### config.mk
export PLATFORM = sky130hd
export DESIGN_NAME = kst_front
export DESIGN_NICKNAME = d
export VERILOG_FILES = /design/src/kst_pkg.sv /design/src/kst_front.sv
export SDC_FILE = /design/constraint.sdc
export NUM_CORES = 1
export LEC_CHECK = 0
export BUFFER_PORTS_ARGS = -buffer_cell sky130_fd_sc_hd__buf_2
export CAP_MARGIN = 10
export CORE_MARGIN = 5
export CORE_UTILIZATION = 26
export CTS_BUF_LIST = sky130_fd_sc_hd__clkbuf_4
export CTS_CLUSTER_DIAMETER = 60
export CTS_CLUSTER_SIZE = 30
export DETAILED_ROUTE_END_ITERATION = 8
export PLACE_DENSITY = 0.6
export SLEW_MARGIN = 0
export SYNTH_ARGS = -nofsm -noshare
export SYNTH_HDL_FRONTEND = slang
export SYNTH_SLANG_ARGS = --single-unit
### constraint.sdc
create_clock -name clk_i -period 3.82 [get_ports clk_i]
set_input_delay 0.382 -clock clk_i [delete_from_list [all_inputs] [get_ports clk_i]]
set_output_delay 0.382 -clock clk_i [all_outputs]
set_load 0.01 [all_outputs]
### src/kst_pkg.sv
`timescale 1ns / 1ps

package kst_pkg;

  // Build defaults
  localparam int unsigned DEF_MAX_K   = 8;
  localparam int unsigned QUEUE_DEPTH = 2;

  // Field widths
  localparam int unsigned LETTER_W   = 8;
  localparam int unsigned POS_W      = 16;
  localparam int unsigned SID_W      = 32;
  localparam int unsigned SLOT_W     = 10;
  localparam int unsigned KCFG_W     = 4;
  localparam int unsigned KIDX_W     = 16;
  localparam int unsigned CFG_IDX_W  = 2;
  localparam int unsigned CFG_DATA_W = 10;

  // Register reset values
  localparam logic [KCFG_W-1:0] KMER_LENGTH_RST  = 4'd8;
  localparam logic [SLOT_W-1:0] MAX_PER_KMER_RST = 10'd500;

  // Character codes
  localparam logic [LETTER_W-1:0] CHAR_A = 8'h41;
  localparam logic [LETTER_W-1:0] CHAR_C = 8'h43;
  localparam logic [LETTER_W-1:0] CHAR_G = 8'h47;
  localparam logic [LETTER_W-1:0] CHAR_T = 8'h54;
  localparam logic [LETTER_W-1:0] CHAR_Z = 8'h5A;

  typedef enum logic [CFG_IDX_W-1:0] {
    CFG_KMER_LENGTH  = 2'd0,
    CFG_MAX_PER_KMER = 2'd1
  } cfg_reg_e;

  typedef struct packed {
    logic             valid;
    logic [1:0]       code;
  } kst_base_t;

  // Classified letter travelling from front to back (index travels alongside)
  typedef struct packed {
    logic             ready;
    logic             bad;
    logic [POS_W-1:0] spos;
    logic [SID_W-1:0] sid;
  } kst_mid_t;

  typedef struct packed {
    logic              window_ready;
    logic              stored;
    logic [KIDX_W-1:0] kmer_index;
    logic [SLOT_W-1:0] slot;
    logic [POS_W-1:0]  start_position;
    logic [SID_W-1:0]  location_seq_id;
    logic              bad_letter;
  } kst_result_t;

  function automatic kst_base_t kst_decode(input logic [LETTER_W-1:0] c);
    kst_base_t b;
    b.valid = 1'b1;
    b.code  = 2'd0;
    case (c)
      CHAR_A:  b.code = 2'd0;
      CHAR_C:  b.code = 2'd1;
      CHAR_G:  b.code = 2'd2;
      CHAR_T:  b.code = 2'd3;
      default: b.valid = 1'b0;
    endcase
    return b;
  endfunction

endpackage

### src/kst_front.sv
`timescale 1ns / 1ps

module kst_front #(
  parameter int unsigned MAX_K = kst_pkg::DEF_MAX_K
) (
  input  logic                             clk_i,
  input  logic                             rst_ni,
  input  logic                             accept_i,
  input  logic [kst_pkg::LETTER_W-1:0]     letter_i,
  input  logic                             seq_start_i,
  input  logic [kst_pkg::SID_W-1:0]        sequence_id_i,
  input  logic [$clog2(MAX_K + 1)-1:0]     k_i,
  input  logic                             kclr_i,
  output kst_pkg::kst_mid_t                mid_o,
  output logic [2*MAX_K-1:0]               idx_o
);
  import kst_pkg::*;

  localparam int unsigned IDX_W = 2 * MAX_K;
  localparam int unsigned K_W   = $clog2(MAX_K + 1);

  kst_base_t        base;
  logic [IDX_W-1:0] roll_q, roll_d, roll_base, roll_mask, code_sh;
  logic [K_W-1:0]   run_q, run_d, run_base;
  logic [POS_W-1:0] pos_q, pos_cur;
  logic             ready;

  always_comb begin
    base      = kst_decode(letter_i);
    // A new sequence clears the window and position before this letter
    roll_base = seq_start_i ? '0 : roll_q;
    run_base  = seq_start_i ? '0 : run_q;
    pos_cur   = seq_start_i ? '0 : pos_q;
    roll_mask = ~({IDX_W{1'b1}} << {k_i, 1'b0});
    code_sh   = IDX_W'(base.code) << {k_i - K_W'(1), 1'b0};
    if (base.valid) begin
      roll_d = ((roll_base >> 2) | code_sh) & roll_mask;
      run_d  = (run_base < k_i) ? run_base + K_W'(1) : run_base;
    end else begin
      roll_d = '0;
      run_d  = '0;
    end
    ready = (run_d >= k_i);

    mid_o.ready = ready;
    mid_o.bad   = (letter_i < CHAR_A) || (letter_i > CHAR_Z);
    mid_o.spos  = ready ? (pos_cur - POS_W'(k_i) + POS_W'(1)) : '0;
    mid_o.sid   = sequence_id_i;
    idx_o       = ready ? roll_d : '0;
  end

  always_ff @(posedge clk_i or negedge rst_ni) begin
    if (!rst_ni) begin
      roll_q <= '0;
      run_q  <= '0;
      pos_q  <= '0;
    end else if (kclr_i) begin
      roll_q <= '0;
      run_q  <= '0;
    end else if (accept_i) begin
      roll_q <= roll_d;
      run_q  <= run_d;
      pos_q  <= pos_cur + POS_W'(1);
    end
  end

endmodule

Yosys cells after proc, flatten, opt, wreduce, memory -nomap -nowiden
Index checks and enable logic that the tools add are counted.
{ "totals": {"in_bits": 49, "mem_count": 0, "mem_bits_rw": 0, "out_inout_bits": 66, "latch_bits": 0, "word_cells": 40, "register_bits": 36, "mem_bits_ro": 0} }
{ "classes": {"n_eq_ne": 4, "n_lt_le_gt_ge": 4, "n_reduce_logical": 4, "shift": 2, "n_bitwise": 4, "div_mod_pow": 0, "addsub": 5, "multipliers": 0, "mux": 14} }
{ "ops": {"columns": ["cell", "n"], "rows": [
  ["16-bit 2-to-1 mux", 7],
  ["16-bit by 1-bit adder with 16-bit output (second input constant)", 2],
  ["8-bit by 7-bit equality test with 1-bit output (second input constant)", 4],
  ["4-bit 2-to-1 mux", 5],
  ["16-bit AND", 1],
  ["16-bit inverter", 1],
  ["14-bit by 16-bit bitwise OR with 16-bit output", 1],
  ["16-bit by 5-bit left shift with 16-bit output (first input constant)", 1],
  ["2-bit by 5-bit left shift with 16-bit output", 1],
  ["16-bit by 4-bit subtractor with 16-bit output", 1],
  ["8-bit by 7-bit greater-than comparator with 1-bit output (second input constant)", 1],
  ["8-bit by 7-bit less-than comparator with 1-bit output (second input constant)", 1],
  ["2-bit case mux with 3 select lines", 1],
  ["4-bit by 1-bit adder with 4-bit output (second input constant)", 1],
  ["4-bit >= comparator", 1],
  ["4-bit less-than comparator", 1],
  ["4-bit OR reduction", 1],
  ["4-bit by 1-bit subtractor with 4-bit output (second input constant)", 1],
  ["2-bit AND reduction", 1],
  ["2-bit nonzero test", 1],
  ["1-bit logical OR", 1],
  ["1-bit 2-to-1 mux", 1],
  ["1-bit inverter", 1]
]} }

Depth between registers and ports, before layout
{ "depth": {"ltp_word": 8, "ltp_mapped": 16, "ltp_nobuf": 13} }

Worst setup path before layout
OpenSTA, ideal clock, no wires.
{ "synth_path": {"path_kind": "input-to-output", "start": "input port seq_start_i", "end": "output port mid_o[41] (netlist name)", "slack_ns": -0.016, "required_time_ns": 3.438, "n_path_buf": 3, "cell_stages": 14, "t_arrival_ns": 3.454, "path_cell_list": "buf_4 inv_1 clkbuf_1 clkbuf_1 nand2_1 ha_1 inv_1 ha_1 fa_1 a211oi_2 o21bai_1 a2111oi_0 o21ai_0 a21oi_1"} }
{ "synth_rtl": {"columns": ["item", "line", "text"], "rows": [
  ["start, declared", "kst_front.sv:10", "input logic seq_start_i,"],
  ["end, declared", "kst_front.sv:14", "output kst_pkg::kst_mid_t mid_o,"]
]} }

Final worst setup path
{ "layout_path": {"start": "register run_q[1]", "end": "output port idx_o[5]"} }
{ "layout_via": {"elab_chain_len": 6, "elab_cells_between_ends": 7, "classes_between": "add/sub (1); order compare (2); mux (4)"} }
{ "layout_lines": {"columns": ["item", "line", "text"], "rows": [
  ["start, declared", "kst_front.sv:24", "logic [K_W-1:0] run_q, run_d, run_base;"],
  ["start signal, assigned", "kst_front.sv:62", "run_q <= run_d;"],
  ["4-bit 2-to-1 mux (*)", "kst_front.sv:32", "run_base = seq_start_i ? '0 : run_q;"],
  ["4-bit by 1-bit adder with 4-bit output / 4-bit less-than comparator (equally long branches)", "kst_front.sv:38", "run_d = (run_base < k_i) ? run_base + K_W'(1) : run_base;"],
  ["4-bit 2-to-1 mux (*)", "kst_front.sv:38", null],
  ["4-bit 2-to-1 mux (*)", "kst_front.sv:36", "if (base.valid) begin"],
  ["4-bit >= comparator (*)", "kst_front.sv:43", "ready = (run_d >= k_i);"],
  ["16-bit 2-to-1 mux (*)", "kst_front.sv:49", "idx_o = ready ? roll_d : '0;"],
  ["end, declared", "kst_front.sv:15", "output logic [2*MAX_K-1:0] idx_o"]
]} }
Mark *: on every way between the ends. The rest lies on a longest branch, timed or not.

==> metrics.txt <==
# TYPE chip_impl_metric gauge
chip_impl_info{name="path_class",value="reg -> out"} 1
chip_impl_metric{name="maximum_number_of_pins_on_one_net_before_global_route_repair",unit=""} 35
chip_impl_metric{name="clk_pin_slew_worst_paths",unit="ns"} 0.13
chip_impl_metric{name="chipHeight",unit="µm"} 128
chip_impl_metric{name="hold-worst-slack",unit="ns"} 0.0950
chip_impl_metric{name="global_route_wire_length_before_repair",unit="µm"} 15600
chip_impl_metric{name="static-leakage-power",unit="µW"} 0.00191
chip_impl_metric{name="chipWidth",unit="µm"} 128
chip_impl_metric{name="antenna-diode-count",unit=""} 0
chip_impl_metric{name="drc_viols",unit=""} 0
chip_impl_metric{name="grt_antenna_before_repair",unit=""} 0
chip_impl_metric{name="vias_per_cell",unit=""} 5.03
chip_impl_metric{name="synth_cells",unit=""} 459
chip_impl_metric{name="synth_async_sr_flop_share",unit="%"} 100
chip_impl_metric{name="rrSetupSlack",unit="ns"} 2.04
chip_impl_metric{name="first_global_vias",unit=""} 3185
chip_impl_metric{name="drt-wirelength-per-cell",unit="µm"} 14.8
chip_impl_metric{name="post_layout_power",unit="µW"} 888
chip_impl_metric{name="grt-ovfl-total",unit=""} 0
chip_impl_info{name="synth_top_family_by_area",value="simple AND/OR/NAND/NOR gates"} 1
chip_impl_metric{name="dr_total_vias",unit=""} 3326
chip_impl_info{name="cp_cell_sequence",value="nor2b_4, ha_4, o21a_1, o31ai_4, a21oi_2, buf_6, or3_1, a21oi_2, ha_1, a211o_4, nand3_2, nor3_2, buf_2"} 1
chip_impl_info{name="cts_tree",value="done"} 1
chip_impl_info{name="rsz_0062_raised_after_global_routing",value="true"} 1
chip_impl_metric{name="critPathMaxFanout",unit=""} 10
chip_impl_metric{name="hold_viol",unit=""} 0
chip_impl_info{name="worst_r2r_endpoint",value="run_q[0]"} 1
chip_impl_metric{name="yosys_warnings",unit=""} 0
chip_impl_metric{name="routabilityCongestion",unit=""} 0.850
chip_impl_metric{name="timing.slew.headroom",unit="%"} 20.6
chip_impl_info{name="timing.critical_path.to_type",value="output pin"} 1
chip_impl_metric{name="critical_path.n_buffers_inverters",unit=""} 2
chip_impl_metric{name="tightest_slew",unit="ns"} 1.19
chip_impl_metric{name="portion_of_netlist_area_occupied_by_mux_cells",unit="%"} 1.37
chip_impl_info{name="cts_root_buf",value="sky130_fd_sc_hd__clkbuf_4"} 1
chip_impl_metric{name="route.final.wire_length",unit="µm"} 9810
chip_impl_info{name="critical_path.reg2reg.startpoint",value="run_q[1]"} 1
chip_impl_metric{name="synth_seq_area_share",unit="%"} 23.3
chip_impl_metric{name="report.final.setup_viol",unit=""} 0
chip_impl_metric{name="worst_clock_skew",unit="ns"} 0.0192
chip_impl_metric{name="ir_worst_vdd",unit="V"} 0.000120
chip_impl_metric{name="ys_ff_latch",unit=""} 34
chip_impl_metric{name="final_cell_count_no_fill",unit=""} 661
chip_impl_metric{name="initial_core_util",unit="%"} 26.4
chip_impl_metric{name="antenna_left",unit=""} 0
chip_impl_info{name="worstSetupStartpointType",value="flip-flop"} 1
chip_impl_metric{name="number_of_buffers_on_the_longest_clock_path",unit=""} 2
chip_impl_metric{name="period_minus_slack",unit="ns"} 3.75
chip_impl_metric{name="tritoncts_num_sinks",unit=""} 34
chip_impl_metric{name="min_period_over_period",unit="%"} 98.2
chip_impl_info{name="final_cell_mix",value="60 x sky130_fd_sc_hd__nand2_1, 48 x sky130_fd_sc_hd__buf_2, 40 x sky130_fd_sc_hd__ha_1"} 1
chip_impl_metric{name="utilization",unit="%"} 30.1
chip_impl_info{name="dominantRegCellSynth",value="sky130_fd_sc_hd__dfrtp_1"} 1
chip_impl_metric{name="synthSimpleGateAreaFrac",unit="%"} 26.2
chip_impl_info{name="startpoint",value="run_q[1]"} 1
chip_impl_info{name="critical_path.slowest_cell",value="sky130_fd_sc_hd__dfrtp_1"} 1
chip_impl_metric{name="required",unit="ns"} 3.44
chip_impl_metric{name="area_share_of_fa_ha_maj_cells_after_synthesis",unit="%"} 14.6
chip_impl_metric{name="max_freq",unit="GHz"} 0.267
chip_impl_metric{name="cts.htree.levels",unit=""} 2
chip_impl_info{name="cpLargestDelayFamily",value="compound AO/OA/AOI/OAI gates"} 1
chip_impl_metric{name="placeableCoreArea",unit="µm²"} 13800
chip_impl_metric{name="groute.usage.overall",unit="%"} 11.4
chip_impl_info{name="final_common_cell",value="sky130_fd_sc_hd__nand2_1"} 1
chip_impl_metric{name="io_pins",unit=""} 115
chip_impl_metric{name="synth-edff-count",unit=""} 0
chip_impl_metric{name="drt_pass1_iterations",unit=""} 5
chip_impl_metric{name="clkLatencyLatePin",unit="ns"} 0.36
chip_impl_metric{name="synth_cell_type_count",unit=""} 62
chip_impl_info{name="cp_common_cell",value="sky130_fd_sc_hd__a21oi_2"} 1
chip_impl_metric{name="filler_cell_count",unit=""} 1469
chip_impl_metric{name="post_synth_xor_area_fraction",unit="%"} 3.84
chip_impl_metric{name="post_synth.cell_area_avg",unit="µm²"} 7.95
chip_impl_metric{name="area_added_between_synthesis_and_finish",unit="%"} 14.0
chip_impl_metric{name="maxSlewViolCount",unit=""} 0
chip_impl_metric{name="tritoncts.num_buffers",unit=""} 5
chip_impl_metric{name="syn_nets",unit=""} 550
chip_impl_metric{name="io_buffer_count",unit=""} 50
chip_impl_metric{name="timing.critical_path.slowest_cell_delay",unit="ns"} 0.42
chip_impl_metric{name="holdBufCountCts",unit=""} 0
chip_impl_metric{name="powerDensity",unit="nW/µm²"} 214
chip_impl_metric{name="drive_gt1_share",unit="%"} 22.5
chip_impl_metric{name="timing.reg2reg.worst_path_depth",unit=""} 8
chip_impl_metric{name="finalNetCount",unit=""} 571
chip_impl_metric{name="hpwl",unit="µm"} 7440
chip_impl_metric{name="numPlacedInstances",unit=""} 650
chip_impl_metric{name="stdcell_area",unit="µm²"} 4160
chip_impl_metric{name="dr.first_iter.drc_count",unit=""} 193
chip_impl_metric{name="dpl-instance-area",unit="µm²"} 3880
chip_impl_metric{name="rows",unit=""} 43
chip_impl_metric{name="post_synth_instance_area",unit="µm²"} 3650
chip_impl_metric{name="synth-compound-area-share",unit="%"} 19.4
chip_impl_metric{name="worstPathArrival",unit="ns"} 3.37
chip_impl_info{name="hold_path.class",value="in -> async"} 1
chip_impl_info{name="run_status",value="finished clean"} 1
chip_impl_metric{name="cap_viol_max_count",unit=""} 0
chip_impl_metric{name="floorplan.die_area",unit="µm²"} 16500
## registers in the layout, summed over array words and instances, names as in the netlist
signal and count:
pos_q 16, roll_q 14, run_q 4
## metrics by stage
step | TNS (ns) | worst slack (ns)
floorplan | 0 | 0.0732
global placement | 0 | 0.218
detailed placement | 0 | 0.136
CTS | -0.00460 | -0.00460
global route | -0.610 | -0.0476
finish | 0 | 0.0686
## per-layer routing
| layer | share of wire, % | up-vias | track usage, % |
|---|---|---|---|
| met4 | 1.4 | 0 | 3.75 |
| met1 | 48 | 1569 | 15.3 |
| li1 | - | 1646 | - |
| met3 | 4.0 | 18 | 1.41 |
| met2 | 47 | 93 | 18.9 |
| met5 | 0 | - | 0 |
## cell usage after synthesis (all sizes together) (2+ instances only)
cell type  number  area share, %
dfrtp          34             23
inv            26            2.7
or3             4           0.82
nor4            4           0.69
o211ai          3           0.62
o31ai          15            3.2
clkbuf          8           0.82
xor2            8            1.9
buf            40            7.8
a21o            7            1.5
and4            2           0.48
nor3b           3           0.62
nor2           34            3.7
a32oi           5            1.2
or2             4           0.75
nand4bb         2           0.62
nand3          18            2.6
nor3           21            2.9
a21oi          16            2.2
nor2b          13            2.3
a31oi           2           0.34
a2111oi         2           0.65
and3            4           0.69
o21bai          2           0.41
a211oi          5            1.3
a22oi          10            2.1
ha             41             14
mux2i           5            1.4
a221oi          2           0.48
o21ai          22            3.0
nand4           4           0.69
nand3b          6            1.3
nand2          61            6.3
o21a            2           0.41
xnor2           8            1.9
nand2b          3           0.51
## report_power, final
part | switching, µW | total (µW) | internal, µW | leakage [µW]
logic | 139 | 233 | 94.6 | 0.00140
clock network | 144 | 281 | 137 | 0.0000374
registers | 7.25 | 374 | 367 | 0.000469
total | 290 | 888 | 599 | 0.00191
## final cells by class
cell class | instances | area, µm² | share of cell area [%]
inverters | 26 | 97.6 | 2.35
repair buffers | 61 | 374 | 9.00
well taps | 180 | 225 | 5.42
clock inverters | 3 | 45.0 | 1.08
clock buffers | 5 | 37.5 | 0.903
flip-flops and latches | 34 | 851 | 20.5
multi-input cells | 352 | 2530 | 60.8
## how the worst max path moves through the flow
| stage | endpoint | cells past startpoint |
|---|---|---|
| floorplan | mid_o[41] | 14 |
| global placement | mid_o[47] | 14 |
| detailed placement | mid_o[36] | 14 |
| CTS | mid_o[33] | 13 |
| global route | mid_o[45] | 15 |
| finish | idx_o[5] | 13 |
## cells by family (layout without fill, tap and decap cells)
kind of cell	after synthesis	after routing
compound gates	100	100
xor+xnor	16	16
fa+ha+maj	42	42
buf+inv	74	95
flops	34	34
mux	5	5
simple gates	188	189
## timing repair
| item | CTS | global route |
|---|---|---|
| resized for setup | 6 | 28 |
| setup buffers | 0 | 1 |
| pin swaps | 0 | 11 |
| cloned | 0 | 2 |
| endpoints found under the setup margin | 24 | 33 |
No activity file was read; power rests on OpenSTA's default activity.
