--- config.mk ---
export PLATFORM = sky130hd
export DESIGN_NAME = kst_fifo
export DESIGN_NICKNAME = d
export VERILOG_FILES = /design/src/kst_pkg.sv /design/src/kst_fifo.sv
export SDC_FILE = /design/constraint.sdc
export NUM_CORES = 1
export LEC_CHECK = 0
export ABC_AREA = 1
export BUFFER_PORTS_ARGS = -buffer_cell sky130_fd_sc_hd__buf_2
export CORE_ASPECT_RATIO = 0.6
export CORE_MARGIN = 1.5
export CORE_UTILIZATION = 36
export CTS_BUF_LIST = sky130_fd_sc_hd__clkbuf_2
export CTS_CLUSTER_DIAMETER = 200
export DETAILED_ROUTE_END_ITERATION = 12
export HOLD_SLACK_MARGIN = 0.02
export PLACE_DENSITY = 0.58
export SETUP_SLACK_MARGIN = 0.05
export SYNTH_ARGS = -nofsm -noshare
export SYNTH_HDL_FRONTEND = slang
export SYNTH_SLANG_ARGS = --single-unit
--- constraint.sdc ---
create_clock -name clk_i -period 1.6 [get_ports clk_i]
set_clock_uncertainty 0.1 [all_clocks]
set_input_delay 0.4 -clock clk_i [delete_from_list [all_inputs] [get_ports clk_i]]
set_output_delay 0.4 -clock clk_i [all_outputs]
set_load 0.05 [all_outputs]
--- src/kst_pkg.sv ---
`timescale 1ns / 1ps

package kst_pkg;

  // Build defaults
  localparam int unsigned DEF_MAX_K   = 8;
  localparam int unsigned QUEUE_DEPTH = 2;

  // Field widths
  localparam int unsigned LETTER_W   = 8;
  localparam int unsigned POS_W      = 16;
  localparam int unsigned SID_W      = 32;
  localparam int unsigned SLOT_W     = 10;
  localparam int unsigned KCFG_W     = 4;
  localparam int unsigned KIDX_W     = 16;
  localparam int unsigned CFG_IDX_W  = 2;
  localparam int unsigned CFG_DATA_W = 10;

  // Register reset values
  localparam logic [KCFG_W-1:0] KMER_LENGTH_RST  = 4'd8;
  localparam logic [SLOT_W-1:0] MAX_PER_KMER_RST = 10'd500;

  // Character codes
  localparam logic [LETTER_W-1:0] CHAR_A = 8'h41;
  localparam logic [LETTER_W-1:0] CHAR_C = 8'h43;
  localparam logic [LETTER_W-1:0] CHAR_G = 8'h47;
  localparam logic [LETTER_W-1:0] CHAR_T = 8'h54;
  localparam logic [LETTER_W-1:0] CHAR_Z = 8'h5A;

  typedef enum logic [CFG_IDX_W-1:0] {
    CFG_KMER_LENGTH  = 2'd0,
    CFG_MAX_PER_KMER = 2'd1
  } cfg_reg_e;

  typedef struct packed {
    logic             valid;
    logic [1:0]       code;
  } kst_base_t;

  // Classified letter travelling from front to back (index travels alongside)
  typedef struct packed {
    logic             ready;
    logic             bad;
    logic [POS_W-1:0] spos;
    logic [SID_W-1:0] sid;
  } kst_mid_t;

  typedef struct packed {
    logic              window_ready;
    logic              stored;
    logic [KIDX_W-1:0] kmer_index;
    logic [SLOT_W-1:0] slot;
    logic [POS_W-1:0]  start_position;
    logic [SID_W-1:0]  location_seq_id;
    logic              bad_letter;
  } kst_result_t;

  function automatic kst_base_t kst_decode(input logic [LETTER_W-1:0] c);
    kst_base_t b;
    b.valid = 1'b1;
    b.code  = 2'd0;
    case (c)
      CHAR_A:  b.code = 2'd0;
      CHAR_C:  b.code = 2'd1;
      CHAR_G:  b.code = 2'd2;
      CHAR_T:  b.code = 2'd3;
      default: b.valid = 1'b0;
    endcase
    return b;
  endfunction

endpackage

--- src/kst_fifo.sv ---
`timescale 1ns / 1ps

module kst_fifo #(
  parameter int unsigned WIDTH = 8,
  parameter int unsigned DEPTH = kst_pkg::QUEUE_DEPTH
) (
  input  logic             clk_i,
  input  logic             rst_ni,
  input  logic             push_i,
  input  logic [WIDTH-1:0] din_i,
  output logic             full_o,
  input  logic             pop_i,
  output logic [WIDTH-1:0] dout_o,
  output logic             empty_o
);
  localparam int unsigned PTR_W = $clog2(DEPTH);
  localparam int unsigned CNT_W = $clog2(DEPTH + 1);

  logic [WIDTH-1:0] store_q [DEPTH];
  logic [PTR_W-1:0] wr_ptr_q, rd_ptr_q;
  logic [CNT_W-1:0] count_q;
  logic             do_push, do_pop;

  assign full_o  = (count_q == CNT_W'(DEPTH));
  assign empty_o = (count_q == '0);
  assign do_push = push_i && !full_o;
  assign do_pop  = pop_i && !empty_o;
  assign dout_o  = store_q[rd_ptr_q];

  always_ff @(posedge clk_i) begin
    if (do_push) begin
      store_q[wr_ptr_q] <= din_i;
    end
  end

  always_ff @(posedge clk_i or negedge rst_ni) begin
    if (!rst_ni) begin
      wr_ptr_q <= '0;
      rd_ptr_q <= '0;
      count_q  <= '0;
    end else begin
      if (do_push) begin
        wr_ptr_q <= (wr_ptr_q == PTR_W'(DEPTH - 1)) ? '0 : wr_ptr_q + PTR_W'(1);
      end
      if (do_pop) begin
        rd_ptr_q <= (rd_ptr_q == PTR_W'(DEPTH - 1)) ? '0 : rd_ptr_q + PTR_W'(1);
      end
      if (do_push && !do_pop) begin
        count_q <= count_q + CNT_W'(1);
      end else if (do_pop && !do_push) begin
        count_q <= count_q - CNT_W'(1);
      end
    end
  end

endmodule

# Word level (Yosys, flattened, before mapping)
# Memory sizes are Yosys's and may differ from the RTL's.
# Cells that the tools add are included.
[op_classes] addsub=4 eq_ne=1 mux=6 reduce_logical=10
[op_table] operator="$logic_and 1x1->1" count=4
[op_table] operator="$logic_not 1->1" count=4
[op_table] operator="$mux 1" count=4
[op_table] operator="$mux 2" count=2
[op_table] operator="$add 1x1->1 const B" count=2
[op_table] operator="$add 2x1->2 const B" count=1
[op_table] operator="$eq 2x2->1 const B" count=1
[op_table] operator="$logic_not 2->1" count=1
[op_table] operator="$reduce_bool 2->1" count=1
[op_table] operator="$sub 2x1->2 const B" count=1
[word_totals] register_bits=4 ram_bits=16 inputBits=12 output_inout_bits=10 wordCells=25 n_memories=1
[memory_table] memory="store_q" depth=2 width=8 rd=1 rd_ports_with_merged_regs=0 write_ports=1 line="kst_fifo.sv:19" rtl="logic [WIDTH-1:0] store_q [DEPTH];"

# Longest topological paths before layout
# Gate-level depths: netlist (run 1).
[logic_depth] depth_word=7 depth_mapped=9 ltp_nobuf=9

# Worst setup path before layout (run 1)
# Ideal clock, no wire load.
[synth_timing] kind="reg2reg" startpoint="register count_q[0]" endpoint="register count_q[1]" setup_ns=0.117 arrival_ns=1.521 required_ns=1.383 setup_slack_ns=-0.138 path_stages_with_launch=8 n_path_buf=0 period_less_slack_ns=1.738 cell_sequence="dfrtp_1 > nor2_2 > nor2_2 > ha_1 > inv_1 > nand3_1 > nand2_1 > nand2_1"
[synth_between] elab_chain_cells=6 elab_cells_between_ends=15 classes_between="add/sub (2); eq/ne (1); mux (2); reduce/logical (10)"
[synth_lines] item="from (decl)" line="kst_fifo.sv:21" rtl="logic [CNT_W-1:0] count_q;"
[synth_lines] item="from (signal assigned)" line="kst_fifo.sv:49" rtl="count_q <= count_q + CNT_W'(1);"
[synth_lines] item="from (signal assigned)" line="kst_fifo.sv:51" rtl="count_q <= count_q - CNT_W'(1);"
[synth_lines] item="$eq 2x2->1 *" line="kst_fifo.sv:24" rtl="assign full_o = (count_q == CNT_W'(DEPTH));"
[synth_lines] item="via full_o" line="kst_fifo.sv:11" rtl="output logic full_o,"
[synth_lines] item="$logic_not 1->1 *" line="kst_fifo.sv:26" rtl="assign do_push = push_i && !full_o;"
[synth_lines] item="$logic_and 1x1->1 *" line="kst_fifo.sv:26"
[synth_lines] item="$logic_not 1->1" line="kst_fifo.sv:50" rtl="end else if (do_pop && !do_push) begin"
[synth_lines] item="$logic_and 1x1->1" line="kst_fifo.sv:50"
[synth_lines] item="$reduce_bool 2->1 (no line)"
# The timed path passes the listed nets; every way through them passes the cells marked *. The select of a mux whose other input is x is not followed.
# A chain may end at the register's enable or synchronous reset.

# Worst setup path after layout (run 1)
[layout_timing] startpoint="register rd_ptr_q" endpoint="output port dout_o[3]"
[layout_between] elab_chain_cells=1
[layout_lines] item="from (decl)" line="kst_fifo.sv:20" rtl="logic [PTR_W-1:0] wr_ptr_q, rd_ptr_q;"
[layout_lines] item="from (signal assigned)" line="kst_fifo.sv:46" rtl="rd_ptr_q <= (rd_ptr_q == PTR_W'(DEPTH - 1)) ? '0 : rd_ptr_q + PTR_W'(1);"
[layout_lines] item="$mem_v2 2x8"
[layout_lines] item="to (decl)" line="kst_fifo.sv:13" rtl="output logic [WIDTH-1:0] dout_o,"
# No other way between the ends.

==> qor.csv, run 1 <==
stage,metric,value,unit
detailed_routing,Vias/cell,4.45,
placed_design,PortBufs,21,
global_routing,final global-route overflow total,0,
synth,post-synthesis net count,86,
timing,final worst path period share,1.07,
synth,Synth Instances,73,
synth,Yosys warning count,0,
detailed_routing,Routed Antenna Nets,0,
timing,crit path time final,1.71,ns
power_and_ir_drop,P_leak,0.540,nW
timing,FMAX,584,MHz
clock_network,buffer levels on the longest clock path,2,
final_layout,design area,1250,µm²
floorplan,Initial Util,0.377,
setup_path,Top delay family on crit path,flip-flops,
setup_path,max incr delay on CP,0.48,ns
clock_network,CTS Root Cell,clkbuf_2,
detailed_routing,Initial DRC Count,5,
synth,Post-Syn Area,810,µm²
floorplan,core box area,2150,µm²
job,MaxCap Viol Count,0,
detailed_routing,Routed WL,1.65,mm
power_and_ir_drop,Pwr Density,2290,nW/µm²
synth,syn_area_per_cell,11.1,µm²
timing,Worst slew margin,0.858,
setup_path,CP cell instances,buf_6 > nand2_1 > nand2_1 > buf_6,
setup_path,Buf/Inv on CP,2,
clock_network,Worst-Skew Late Latency,0.32,ns
global_routing,pin count of the biggest net entering global routing,13,
global_routing,GRT Util Overall,0.147,
detailed_routing,DRC,0,
floorplan,Die ar.,2550,µm²
global_routing,vias in the first global route,541,
detailed_routing,Wirelength per Cell,12.1,µm
clock_network,cts bufs inserted,3,
final_layout,area delta synth->final,54.7,%
detailed_routing,detailed-route via count,605,
synth,flip-flop and latch count after synthesis,20,
timing,unrepaired setup endpoints after global routing,yes,
timing,Worst-Margin Slew,0.210,ns
placed_design,post-placement cell area,977,µm²
final_layout,n_diodes,0,
hold_path,Worst Hold Class,input port to flip-flop,
final_layout,Filler Cell Count,190,
clock_network,H-tree depth,1,
setup_path,Worst Setup Start Kind,flip-flop,
detailed_routing,DRT Pass-1 Iters,4,
timing,"Hold Violations, Final",0,
timing,final worst slack,-0.113,ns
final_layout,fin util,0.583,
setup_path,WS Path Type,flip-flop to primary output,
synth,"Seq/Total Area, Yosys",0.717,
floorplan,num rows,13,
timing,Final Slew Violations,0,
placed_design,RePlAce Congestion,0.741,
synth,Yosys top cell area share,0.594,
setup_path,Crit path required time,1.10,ns
final_layout,Final nets,120,
synth,cell taking the most area after synthesis,edfxtp_1,
setup_path,slowest CP cell,dfrtp_2,
clock_network,"Reg clk slew, reported paths",0.19,ns
power_and_ir_drop,maximum vdd drop,1.13,mV
final_layout,layout cells sized above 1,0.557,
clock_network,CTS tree,built,
global_routing,global-route wire length before repair,2.55,mm
clock_network,CTS Sinks,20,
setup_path,CP Data Arrival Time,1.21,ns
global_routing,initial antenna violation count,0,
run_status,failing checks,setup timing,
run_status,status,finished with violations,
timing,final setup violating endpoints,10,
floorplan,die height,39.7,µm
setup_path,peak fanout along the critical path,4,
placed_design,DP HPWL,1.09,mm
synth,largest cells by area after synthesis,"edfxtp_1 59%, nand2_1 15%, dfrtp_1 12%",
floorplan,chip width,64.2,µm
setup_path,critical path capture point type,primary output,
synth,Synth cell types,14,
floorplan,# IOs,22,
==> report_power, final <==
part           internal (mW)  total [mW]  leakage (nW)  switching (mW)
registers              0.730       0.843         0.194           0.114
logic                  0.667        1.65         0.320           0.984
clock network          0.216       0.371        0.0266           0.155
==> sequential cells by signal, indices dropped and copies added, names as in the netlist <==
register	cells
store_q	16
count_q	2
rd_ptr_q	1
wr_ptr_q	1
==> timing repair <==
item | 4_1_cts | 5_1_grt
hold buffers | 1 | 0
gates resized for setup | 26 | 32
hold endpoints to repair | 4 | 0
buffers inserted | 2 | 3
pin swaps | 1 | 7
endpoints found under the setup margin | 10 | 20
==> per-layer routing <==
layer	wire [µm]	track usage	vias up
met2	758	0.224	21
met5	0	0	-
li1	-	-	299
met1	784	0.193	285
met3	107	0.0661	0
met4	0	0.0319	0
==> worst register-to-register path, cell delays in order (launching register included) <==
cell	delay (ns)
dfrtp_2	0.51
buf_6	0.14
buf_6	0.11
o21ai_4	0.17
ha_4	0.24
inv_4	0.05
nand3_2	0.06
nand2_1	0.05
nand2_1	0.04
==> placed cells by master (no fill, tap or decap), types with 3 or more instances in the layout <==
cell type	n
buf_2	11
buf_4	4
buf_6	9
buf_8	5
clkbuf_2	3
dfrtp_2	3
edfxtp_1	16
inv_1	4
nand2_1	20
nand2_2	13
nor2_4	3
==> cells in the mapped netlist <==
master	number
inv_2	1
nor2_2	2
inv_1	7
xnor2_1	1
nor2_1	2
nand3_1	1
nand4_1	1
edfxtp_1	16
ha_1	1
o21ai_0	2
nand2_1	33
nand3b_1	1
buf_2	1
dfrtp_1	4
==> layout make-up <==
cell class	count	area, µm²	share of cell area
Clock inverter	1	30.0	0.0240
Timing Repair Buffer	30	272	0.217
Multi-Input combinational cell	44	273	0.218
Clock buffer	3	15.0	0.0120
Tap cell	30	37.5	0.0300
Sequential cell	20	584	0.467
Inverter	8	41.3	0.0330
==> path summary, 6_finish.rpt <==
path / start / endpoint / slack, ns / cells past startpoint
worst max-delay path: rd_ptr_q / dout_o[3] / -0.11 / 4
worst min-delay path: din_i[4] / store_q[1][4] / 0.15 / 1
worst max register to register: count_q[0] / count_q[1] / 0.07 / 8
worst min register to register: wr_ptr_q / wr_ptr_q / 0.41 / 2
max in group asynchronous: rst_ni / count_q[0] / 0.98 / 2
min in group asynchronous: rst_ni / count_q[1] / 0.28 / 2
==> metrics by stage <==
| stage | hold slack, ns | cells | total power [mW] | setup TNS, ns | worst slack (ns) |
|---|---|---|---|---|---|
| floorplan | 0.00441 | 73 | 1.64 | 0 | 0.0137 |
| global placement | 0.116 | 126 | 1.92 | 0 | 0.0791 |
| detailed placement | 0.116 | 126 | 1.93 | 0 | 0.0804 |
| CTS | 0.133 | 133 | 2.56 | -1.18 | -0.151 |
| global route | 0.111 | 136 | 3.03 | -1.82 | -0.202 |
| finish | 0.152 | 136 | 2.87 | -0.936 | -0.113 |
==> kinds of logic after synthesis <==
family,share of synthesized area
compound gates,0.0124
xor+xnor,0.0108
fa+ha+maj,0.0155
buf+inv,0.0433
flops,0.717
simple gates,0.201
(Power assumes the default switching activity.)
==> inputs of run 2 (changes only) <==
- PLACE_DENSITY: 0.58 -> 0.65
==> run 2 against run 1 <==
Effect of this change:
- the run still ends with setup timing left
- wire length down 6.9%
- design area down 4.0%
- non-clock buffer count down 1
- sequential share of layout area up 1.9 points
- critical path depth unchanged
- register-to-register slack better by 0.07 ns
==> qor.csv, run 2 (synthesis gave the netlist of run 1 again) <==
stage,metric,value,unit
final_layout,n_diodes,0,
setup_path,CP cell instances,buf_6 > nand2_2 > nand2_2 > buf_6,
timing,"Hold Violations, Final",0,
timing,crit path time final,1.71,ns
detailed_routing,Initial DRC Count,4,
clock_network,cts bufs inserted,3,
detailed_routing,detailed-route via count,586,
run_status,status,finished with violations,
setup_path,Crit path required time,1.10,ns
setup_path,critical path capture point type,primary output,
floorplan,Initial Util,0.377,
placed_design,PortBufs,21,
clock_network,CTS Root Cell,clkbuf_2,
timing,final worst slack,-0.115,ns
setup_path,RR Endpoint,count_q[1],
final_layout,layout cells sized above 1,0.514,
final_layout,Filler Cell Count,185,
floorplan,num rows,13,
timing,Worst-Margin Slew,0.247,ns
power_and_ir_drop,Switching Share,0.440,
detailed_routing,Vias/cell,4.34,
clock_network,"Reg clk slew, reported paths",0.18,ns
timing,Worst slew margin,0.833,
timing,Final Slew Violations,0,
setup_path,RR Startpoint,count_q[0],
floorplan,die height,39.7,µm
setup_path,slowest CP cell,dfrtp_2,
power_and_ir_drop,Clock power frac,0.134,
final_layout,Multi-input gate area,263,µm²
power_and_ir_drop,combinational share of power,0.555,
final_layout,most frequent cells in the layout,"22 x nand2_1, 16 x edfxtp_1, 11 x nand2_2, 11 x buf_2, 11 x buf_6",
timing,FMAX,583,MHz
clock_network,Worst-Skew Late Latency,0.30,ns
hold_path,"Endpoint, Worst Hold",store_q[1][3],
floorplan,# IOs,22,
final_layout,Top Registers,"store_q (16), count_q (2)",
power_and_ir_drop,NetSw,1.19,mW
detailed_routing,DRT Pass-1 Iters,4,
setup_path,"reg-to-reg slack, setup",0.14,ns
hold_path,Worst Hold Class,input port to flip-flop,
run_status,failing checks,setup timing,
detailed_routing,Routed WL,1.54,mm
floorplan,Die ar.,2550,µm²
clock_network,H-tree depth,1,
global_routing,final global-route overflow total,0,
placed_design,RePlAce Congestion,0.733,
timing,final setup violating endpoints,9,
timing,final worst path period share,1.07,
final_layout,"commonest non-fill, non-tap cell in the layout",nand2_1,
clock_network,buffer levels on the longest clock path,2,
setup_path,R2R depth,7,
final_layout,Final nets,119,
job,MaxCap Viol Count,0,
power_and_ir_drop,maximum vdd drop,1.12,mV
placed_design,Post-Place Worst Slack,0.0901,ns
timing,setup TNS,-0.830,ns
clock_network,CTS tree,built,
clock_network,CTS Sinks,20,
setup_path,max incr delay on CP,0.50,ns
global_routing,global-route wire length before repair,2.30,mm
detailed_routing,Wirelength per Cell,11.4,µm
global_routing,initial antenna violation count,0,
final_layout,Largest register FFs,16,
global_routing,vias in the first global route,516,
global_routing,GRT Util Overall,0.130,
hold_path,hold_sp,din_i[3],
setup_path,CP Data Arrival Time,1.21,ns
timing,unrepaired setup endpoints after global routing,yes,
power_and_ir_drop,sequential power share,0.311,
global_routing,pin count of the biggest net entering global routing,13,
setup_path,peak fanout along the critical path,6,
setup_path,Worst Setup Start Kind,flip-flop,
floorplan,core box area,2150,µm²
placed_design,DP HPWL,1.04,mm
final_layout,"Most flops, register",store_q,
hold_path,cell depth of the worst min-delay path,1,
detailed_routing,DRC,0,
setup_path,WS Path Type,flip-flop to primary output,
final_layout,area delta synth->final,48.5,%
power_and_ir_drop,Pwr Density,2240,nW/µm²
floorplan,chip width,64.2,µm
final_layout,Register Area,584,µm²
power_and_ir_drop,P_leak,0.524,nW
detailed_routing,Routed Antenna Nets,0,
power_and_ir_drop,Internal,1.51,mW
## run 2: how the worst max path moves through the flow
stage                     from    endpoint  slack (ns)  cells past startpoint
floorplan           count_q[0]  count_q[1]        0.01                      7
global placement      rd_ptr_q   dout_o[6]         0.1                      4
detailed placement    rd_ptr_q   dout_o[6]        0.09                      4
CTS                   rd_ptr_q   dout_o[6]       -0.14                      4
global route          rd_ptr_q   dout_o[5]       -0.21                      4
finish                rd_ptr_q   dout_o[1]       -0.11                      4
## run 2: metal layers
layer,vias to the layer above,share of wire,GRT usage
met5,-,0,0
met1,270,0.44,0.154
met3,0,0.066,0.0690
met4,0,0,0
met2,15,0.49,0.227
li1,301,-,-
## run 2: repair_timing
item	4_1_cts	5_1_grt
pin swaps	3	2
endpoints found under the hold margin	4	0
setup endpoints to repair	10	20
setup buffers	4	1
hold buffers	1	0
gates resized for setup	33	12
## run 2: metrics by stage
stage	instance area, µm²	total power [mW]	hold WS, ns	std cells	utilization
floorplan	817	1.64	0.00441	73	-
global placement	970	1.89	0.115	125	0.452
detailed placement	970	1.90	0.114	125	0.452
CTS	1140	2.60	0.158	134	0.533
global route	1200	2.86	0.121	135	0.560
finish	1200	2.70	0.167	135	0.560
## run 2: layout make-up
class                      instances  share of cell area
clock buffer                       3              0.0125
clock inverter                     1              0.0250
inverter                           8              0.0323
multi-input combinational         44               0.219
sequential                        20               0.486
tap                               30              0.0312
timing repair buffer              29               0.195
## run 2: worst max-delay path, delay by kind of cell (launching register included)
family / cells / cell delay, ns
buf+inv: 2 / 0.30
flops: 1 / 0.50
simple gates: 2 / 0.11
## run 2: power groups by stage
stage / Combinational (mW) / Sequential (mW) / Clock [mW]
final: 1.50 / 0.839 / 0.361
after detailed placement: 1.08 / 0.828 / 0
after CTS: 1.39 / 0.835 / 0.371
after floorplan: 0.850 / 0.793 / 0
after global placement: 1.06 / 0.827 / 0
after global routing: 1.61 / 0.860 / 0.394
